**config.mk**
```make
export PLATFORM = sky130hd
export DESIGN_NAME = pcn_ctrl
export DESIGN_NICKNAME = d
export VERILOG_FILES = /design/src/sv/pcn_pkg.sv /design/src/sv/pcn_ctrl.sv
export SDC_FILE = /design/constraint.sdc
export NUM_CORES = 1
export LEC_CHECK = 0
export BUFFER_PORTS_ARGS = -buffer_cell sky130_fd_sc_hd__buf_2
export CELL_PAD_IN_SITES_DETAIL_PLACEMENT = 1
export CELL_PAD_IN_SITES_GLOBAL_PLACEMENT = 1
export CORE_UTILIZATION = 25
export DETAILED_ROUTE_END_ITERATION = 7
export PLACE_DENSITY_LB_ADDON = 0.1
export SLEW_MARGIN = 20
export SYNTH_ARGS = -nofsm -noshare
export SYNTH_HDL_FRONTEND = slang
export SYNTH_SLANG_ARGS = --single-unit
```
**constraint.sdc**
```tcl
create_clock -name clk -period 1.11 [get_ports clk]
set_clock_uncertainty 0.05 [all_clocks]
set_input_delay 0 -clock clk [delete_from_list [all_inputs] [get_ports clk]]
set_output_delay 0 -clock clk [all_outputs]
set_load 0.03 [all_outputs]
```
**src/sv/pcn_pkg.sv**
```systemverilog
// ----------------------------------------------------------------------------
// pcn_pkg: shared types and constants for the point cloud normalizer
// Payload structs, command/status structs, state codes and saturation helper.
// ----------------------------------------------------------------------------
package pcn_pkg;

  localparam int unsigned MAX_POINTS_DEF = 4096;

  localparam int COORD_W            = 32;
  localparam int FRAC_W             = 16;
  localparam int EXT_W              = COORD_W + 1;
  localparam int NUM_W              = COORD_W + FRAC_W;
  localparam int REM_W              = EXT_W + 1;
  localparam int DIV_BITS_PER_CYCLE = 2;
  localparam int DIV_CYCLES         = NUM_W / DIV_BITS_PER_CYCLE;
  localparam int CFG_IDX_W          = 1;

  localparam logic signed [COORD_W-1:0] OFFSET_X_RESET = 32'sd32768;
  localparam logic signed [COORD_W-1:0] OFFSET_Y_RESET = 32'sd39322;
  localparam logic signed [COORD_W-1:0] SAT_HI = {1'b0, {(COORD_W-1){1'b1}}};
  localparam logic signed [COORD_W-1:0] SAT_LO = {1'b1, {(COORD_W-1){1'b0}}};

  localparam logic KIND_LOAD  = 1'b0;
  localparam logic KIND_FETCH = 1'b1;

  typedef enum logic [CFG_IDX_W-1:0] {
    REG_OFFSET_X = 1'b0,
    REG_OFFSET_Y = 1'b1
  } reg_index_t;

  typedef enum logic [2:0] {
    S_IDLE,
    S_EMPTY,
    S_READ,
    S_EXT,
    S_CHK,
    S_START,
    S_DIV,
    S_OUT
  } state_t;

  typedef enum logic [1:0] {
    AXIS_X,
    AXIS_Y,
    AXIS_Z
  } axis_t;

  typedef struct packed {
    logic                      kind;
    logic signed [COORD_W-1:0] coord_x;
    logic signed [COORD_W-1:0] coord_y;
    logic signed [COORD_W-1:0] coord_z;
  } in_t;

  typedef struct packed {
    logic signed [COORD_W-1:0] out_x;
    logic signed [COORD_W-1:0] out_y;
    logic signed [COORD_W-1:0] out_z;
    logic                      last_point;
    logic                      zero_extent;
    logic                      store_empty;
  } out_t;

  typedef struct packed {
    logic  load;
    logic  fetch;
    logic  set_empty;
    logic  capture;
    logic  ext_update;
    logic  set_zero;
    logic  div_start;
    logic  div_store;
    logic  advance;
    axis_t axis;
  } cmd_t;

  typedef struct packed {
    logic empty;
    logic ext_zero;
    logic div_done;
  } status_t;

  function automatic logic signed [COORD_W-1:0] sat_add(
    input logic signed [COORD_W-1:0] a,
    input logic signed [COORD_W-1:0] b
  );
    logic signed [COORD_W:0] sum;
    sum = {a[COORD_W-1], a} + {b[COORD_W-1], b};
    if (sum[COORD_W] != sum[COORD_W-1]) begin
      return sum[COORD_W] ? SAT_LO : SAT_HI;
    end
    return sum[COORD_W-1:0];
  endfunction

endpackage

```
**src/sv/pcn_ctrl.sv**
```systemverilog
// ----------------------------------------------------------------------------
// pcn_ctrl: point cloud normalizer controller
// Sequences loads, point reads, extent update and the three axis divisions.
// ----------------------------------------------------------------------------
module pcn_ctrl import pcn_pkg::*; (
  input  logic    clk,
  input  logic    rst,
  input  logic    start,
  input  logic    kind,
  input  status_t status,
  output cmd_t    cmd,
  output logic    busy,
  output logic    done
);

  state_t state, state_next;
  axis_t  axis, axis_next;

  always_ff @(posedge clk) begin
    if (rst) begin
      state <= S_IDLE;
      axis  <= AXIS_X;
    end else begin
      state <= state_next;
      axis  <= axis_next;
    end
  end

  always_comb begin
    state_next = state;
    axis_next  = axis;
    cmd        = '0;
    cmd.axis   = axis;
    busy       = (state != S_IDLE);
    done       = (state == S_OUT) || (state == S_EMPTY);
    unique case (state)
      S_IDLE: begin
        if (start) begin
          if (kind == KIND_LOAD) begin
            cmd.load = 1'b1;
          end else begin
            cmd.fetch = 1'b1;
            if (status.empty) begin
              cmd.set_empty = 1'b1;
              state_next    = S_EMPTY;
            end else begin
              state_next = S_READ;
            end
          end
        end
      end
      S_EMPTY: state_next = S_IDLE;
      S_READ: begin
        cmd.capture = 1'b1;
        state_next  = S_EXT;
      end
      S_EXT: begin
        cmd.ext_update = 1'b1;
        state_next     = S_CHK;
      end
      S_CHK: begin
        if (status.ext_zero) begin
          cmd.set_zero = 1'b1;
          state_next   = S_OUT;
        end else begin
          axis_next  = AXIS_X;
          state_next = S_START;
        end
      end
      S_START: begin
        cmd.div_start = 1'b1;
        state_next    = S_DIV;
      end
      S_DIV: begin
        if (status.div_done) begin
          cmd.div_store = 1'b1;
          if (axis == AXIS_Z) begin
            state_next = S_OUT;
          end else begin
            axis_next  = (axis == AXIS_X) ? AXIS_Y : AXIS_Z;
            state_next = S_START;
          end
        end
      end
      S_OUT: begin
        cmd.advance = 1'b1;
        state_next  = S_IDLE;
      end
    endcase
  end

endmodule

```
==> flow_summary.html <==
<table>
<tr><th>Metric</th><th>Value</th></tr>
<tr><th colspan="2">Drt</th></tr>
<tr><td>Vias</td><td>481</td></tr>
<tr><td>WL/cell</td><td>15.01 um</td></tr>
<tr><td>Total wire length after detailed routing</td><td>1471 um</td></tr>
<tr><td>Initial DRC count</td><td>3</td></tr>
<tr><td>Remaining DRCs</td><td>0</td></tr>
<tr><td>Antenna-violating nets left</td><td>0</td></tr>
<tr><td>First-pass detailed-route iteration total</td><td>2</td></tr>
<tr><td>Drt via density</td><td>4.908</td></tr>
<tr><th colspan="2">Outcome</th></tr>
<tr><td>Result of the run</td><td>finished, violations left</td></tr>
<tr><td>Violated checks</td><td>negative setup slack</td></tr>
<tr><th colspan="2">Min path</th></tr>
<tr><td>Hold depth</td><td>3</td></tr>
<tr><td>Type of the tightest min-delay check</td><td>primary input to flip-flop</td></tr>
<tr><td>Hold Path Sink</td><td>axis[1]$_SDFFE_PP0P_</td></tr>
<tr><td>Worst min-delay path startpoint</td><td>status[1]</td></tr>
<tr><th colspan="2">Placement</th></tr>
<tr><td>Weighted congestion at the end of routability-driven global placement</td><td>0.6581</td></tr>
<tr><td>Area of placed instances</td><td>544.3 um^2</td></tr>
<tr><td>HPWL after detailed placement</td><td>833.6 um</td></tr>
<tr><td>IO Port Bufs</td><td>19</td></tr>
<tr><td>Setup slack after placement</td><td>-0.06756 ns</td></tr>
<tr><td>Cell count after placement</td><td>85</td></tr>
<tr><th colspan="2">Floorplan</th></tr>
<tr><td>Die Footprint</td><td>0.001634 mm^2</td></tr>
<tr><td>Initial standard-cell utilization of the core</td><td>27.67%</td></tr>
<tr><td>Number of rows created at floorplan</td><td>13</td></tr>
<tr><td>X dimension of the die</td><td>40.43 um</td></tr>
<tr><td>Core region area</td><td>0.001334 mm^2</td></tr>
<tr><td>Number of placed I/O pins</td><td>20</td></tr>
<tr><td>DIE HEIGHT</td><td>40.43 um</td></tr>
<tr><th colspan="2">Power and ir drop</th></tr>
<tr><td>IR drop worst, VDD</td><td>721.7 uV</td></tr>
<tr><td>Pleak</td><td>0.3663 nW</td></tr>
<tr><td>Overall power consumption</td><td>0.6361 mW</td></tr>
<tr><td>Pwr Density</td><td>785.7 mW/mm^2</td></tr>
<tr><th colspan="2">Synthesis</th></tr>
<tr><td>Flip-flop and latch count after synthesis</td><td>5</td></tr>
<tr><td>Mean Syn Cell Area</td><td>8.024 um^2</td></tr>
<tr><td>Most used DFF post-synth</td><td>sky130_fd_sc_hd__dfxtp_1</td></tr>
<tr><td>Syn_nets</td><td>53</td></tr>
<tr><td>Netlist area before placement</td><td>369.1 um^2</td></tr>
<tr><td>Post-synth ARST share</td><td>0%</td></tr>
<tr><td>Post-synthesis sequential area ratio</td><td>27.12%</td></tr>
<tr><td>Yosys warning count</td><td>0</td></tr>
<tr><td>Syn Inst Count</td><td>46</td></tr>
<tr><td>Post-synth EDFFs</td><td>0</td></tr>
<tr><td>Unique cell type count in the Yosys netlist</td><td>27</td></tr>
<tr><th colspan="2">Timing</th></tr>
<tr><td>Minimum hold slack</td><td>0.04374 ns</td></tr>
<tr><td>Final period demand of the worst path</td><td>1.395 ns</td></tr>
<tr><td>Transition time at the pin with the least slew margin</td><td>0.2290 ns</td></tr>
<tr><td>Final setup violation count</td><td>15</td></tr>
<tr><td>Relative slew slack</td><td>84.73%</td></tr>
<tr><td>Number of hold violations in the final report</td><td>0</td></tr>
<tr><td>Max-slew violation count</td><td>0</td></tr>
<tr><td>Top achievable clock speed</td><td>716.9 MHz</td></tr>
<tr><td>Post-route setup slack</td><td>-0.2849 ns</td></tr>
<tr><td>RSZ-0062 raised after global routing</td><td>true</td></tr>
<tr><td>Fraction of the cycle the final worst path needs</td><td>125.7%</td></tr>
<tr><th colspan="2">Critical path</th></tr>
<tr><td>Reg-to-reg slack, setup</td><td>-0.13 ns</td></tr>
<tr><td>Critical Path RT</td><td>1.06 ns</td></tr>
<tr><td>Start of the worst register-to-register path</td><td>state[2]$_SDFFE_PP0P_</td></tr>
<tr><td>Path type of the worst setup path</td><td>flip-flop to output port</td></tr>
<tr><td>CP Launch Type</td><td>flip-flop</td></tr>
<tr><td>Number of cell instances on the worst register-to-register path</td><td>5</td></tr>
<tr><td>Data arrival at the endpoint of the critical path</td><td>1.34 ns</td></tr>
<tr><td>CP Max Fanout</td><td>5</td></tr>
<tr><td>Kind of end point of the critical path</td><td>output port</td></tr>
<tr><td>Startpoint of the most critical setup path</td><td>state[2]$_SDFFE_PP0P_</td></tr>
<tr><td>Reg-to-reg critical path endpoint</td><td>state[0]$_SDFFE_PP0P_</td></tr>
<tr><th colspan="2">Global route</th></tr>
<tr><td>Number of antenna violations at the first check in global routing</td><td>0</td></tr>
<tr><td>First-pass GRT wire length</td><td>2001 um</td></tr>
<tr><td>Number of global-route vias before repair</td><td>431</td></tr>
<tr><td>GRT Util Overall</td><td>19.57%</td></tr>
<tr><td>Maximum number of pins on one net before global-route repair</td><td>7</td></tr>
<tr><td>Total overflow reported by the global router</td><td>0</td></tr>
<tr><th colspan="2">Clock tree</th></tr>
<tr><td>TritonCTS clock tree</td><td>built</td></tr>
<tr><td>CTS clock-pin slew for the worst setup and hold paths</td><td>0.05 ns</td></tr>
<tr><td>Clock tree root buffer cell</td><td>sky130_fd_sc_hd__clkbuf_4</td></tr>
<tr><td>Number of buffers added by the clock tree synthesis step</td><td>3</td></tr>
<tr><td>Number of H-tree levels</td><td>1</td></tr>
<tr><td>Clock Latency Late Sink</td><td>0.25 ns</td></tr>
<tr><td>Clock sink count</td><td>5</td></tr>
<tr><td>Maximum number of buffers from clock root to sink</td><td>2</td></tr>
<tr><th colspan="2">Cells and area</th></tr>
<tr><td>Diode insertion count for antenna repair</td><td>0</td></tr>
<tr><td>Number of fill cells in the layout</td><td>161</td></tr>
<tr><td>Final net count</td><td>91</td></tr>
<tr><td>Footprint of the multi-input gates</td><td>351.6 um^2</td></tr>
<tr><td>Fraction of layout instances using a drive strength above 1</td><td>73.49%</td></tr>
<tr><td>Non-filler instance count after layout</td><td>98</td></tr>
<tr><td>Final std cell area, no fill</td><td>809.5 um^2</td></tr>
<tr><td>Area added between synthesis and finish</td><td>119.3%</td></tr>
<tr><td>Sequential cell area in the final layout</td><td>106.4 um^2</td></tr>
<tr><th colspan="2">Run</th></tr>
<tr><td>Maxcap violations</td><td>0</td></tr>
</table>
## per-stage QoR
step,util [%],TNS (ns)
2_1_floorplan,-,-0.2111
3_3_place_gp,40.81,-0.1274
3_5_place_dp,40.81,-0.2187
4_1_cts,58.54,-2.220
5_1_grt,60.69,-2.968
6_report,60.69,-2.208
## cells by family (layout without fill, tap and decap cells)
| logic type | Yosys count | after routing | synth area share (%) |
|---|---|---|---|
| xor+xnor | 1 | 1 | 2.373 |
| simple gates | 26 | 26 | 42.38 |
| buf+inv | 3 | 40 | 6.101 |
| compound gates | 11 | 11 | 22.03 |
| flops | 5 | 5 | 27.12 |
## layout by cell type, fill, tap and decap left out, types with 2 or more instances in the layout
master and count:
sky130_fd_sc_hd__nor2_2 2, sky130_fd_sc_hd__dfxtp_1 2, sky130_fd_sc_hd__nor2_4 2, sky130_fd_sc_hd__clkbuf_4 3, sky130_fd_sc_hd__nand2_1 4, sky130_fd_sc_hd__dfxtp_2 2
sky130_fd_sc_hd__buf_2 9, sky130_fd_sc_hd__nor2b_1 2, sky130_fd_sc_hd__buf_4 9, sky130_fd_sc_hd__nor2_1 3, sky130_fd_sc_hd__buf_6 16
## power breakdown
group          internal [mW]  leakage (nW)  switching, mW  total, mW
combinational          0.105         0.309          0.117      0.222
clock                  0.137        0.0150         0.0832      0.220
sequential             0.186        0.0422        0.00894      0.195
## sequential cells by signal (all words and copies together) (netlist names)
register and count:
state 3, axis 2
## per-layer routing
layer / GRT usage (%) / share of wire [%]
met1: 21.12 / 38
met2: 36.90 / 59
met3: 6.667 / 2.4
met4: 2.500 / 0.54
met5: 0 / 0
## synthesized netlist by cell type, types with 2 or more instances
| library cell | instances | share of area (%) |
|---|---|---|
| sky130_fd_sc_hd__nor2_1 | 7 | 7.1 |
| sky130_fd_sc_hd__dfxtp_1 | 5 | 27 |
| sky130_fd_sc_hd__nand2_1 | 5 | 5.1 |
| sky130_fd_sc_hd__or2_2 | 2 | 3.4 |
| sky130_fd_sc_hd__a21oi_1 | 3 | 4.1 |
| sky130_fd_sc_hd__nor2b_1 | 3 | 5.1 |
## critical path, stage by stage, from the launching register on
cell	delay, ns
sky130_fd_sc_hd__dfxtp_2	0.34
sky130_fd_sc_hd__or3_4	0.41
sky130_fd_sc_hd__nor3b_4	0.19
sky130_fd_sc_hd__buf_6	0.15
## how the worst max path moves through the flow
stage	to
2_1_floorplan	cmd[10]
4_1_cts	cmd[10]
6_report	cmd[10]
5_1_grt	cmd[10]
3_5_place_dp	cmd[10]
3_3_place_gp	state[0]$_SDFFE_PP0P_
## layout make-up
cell class	count	area share, %
Clock buffer	4	3.246
Inverter	1	0.4637
Multi-Input combinational cell	38	43.43
Sequential cell	5	13.14
Tap cell	15	2.318
Timing Repair Buffer	35	37.40
## repair_timing
action,in CTS,in global routing
pin swaps,7,2
buffers inserted,6,2
gates resized for setup,40,5
hold buffers,1,0
hold endpoints to repair,5,0
endpoints found under the setup margin,15,16
Note: power is estimated with default switching activity, not from simulation.
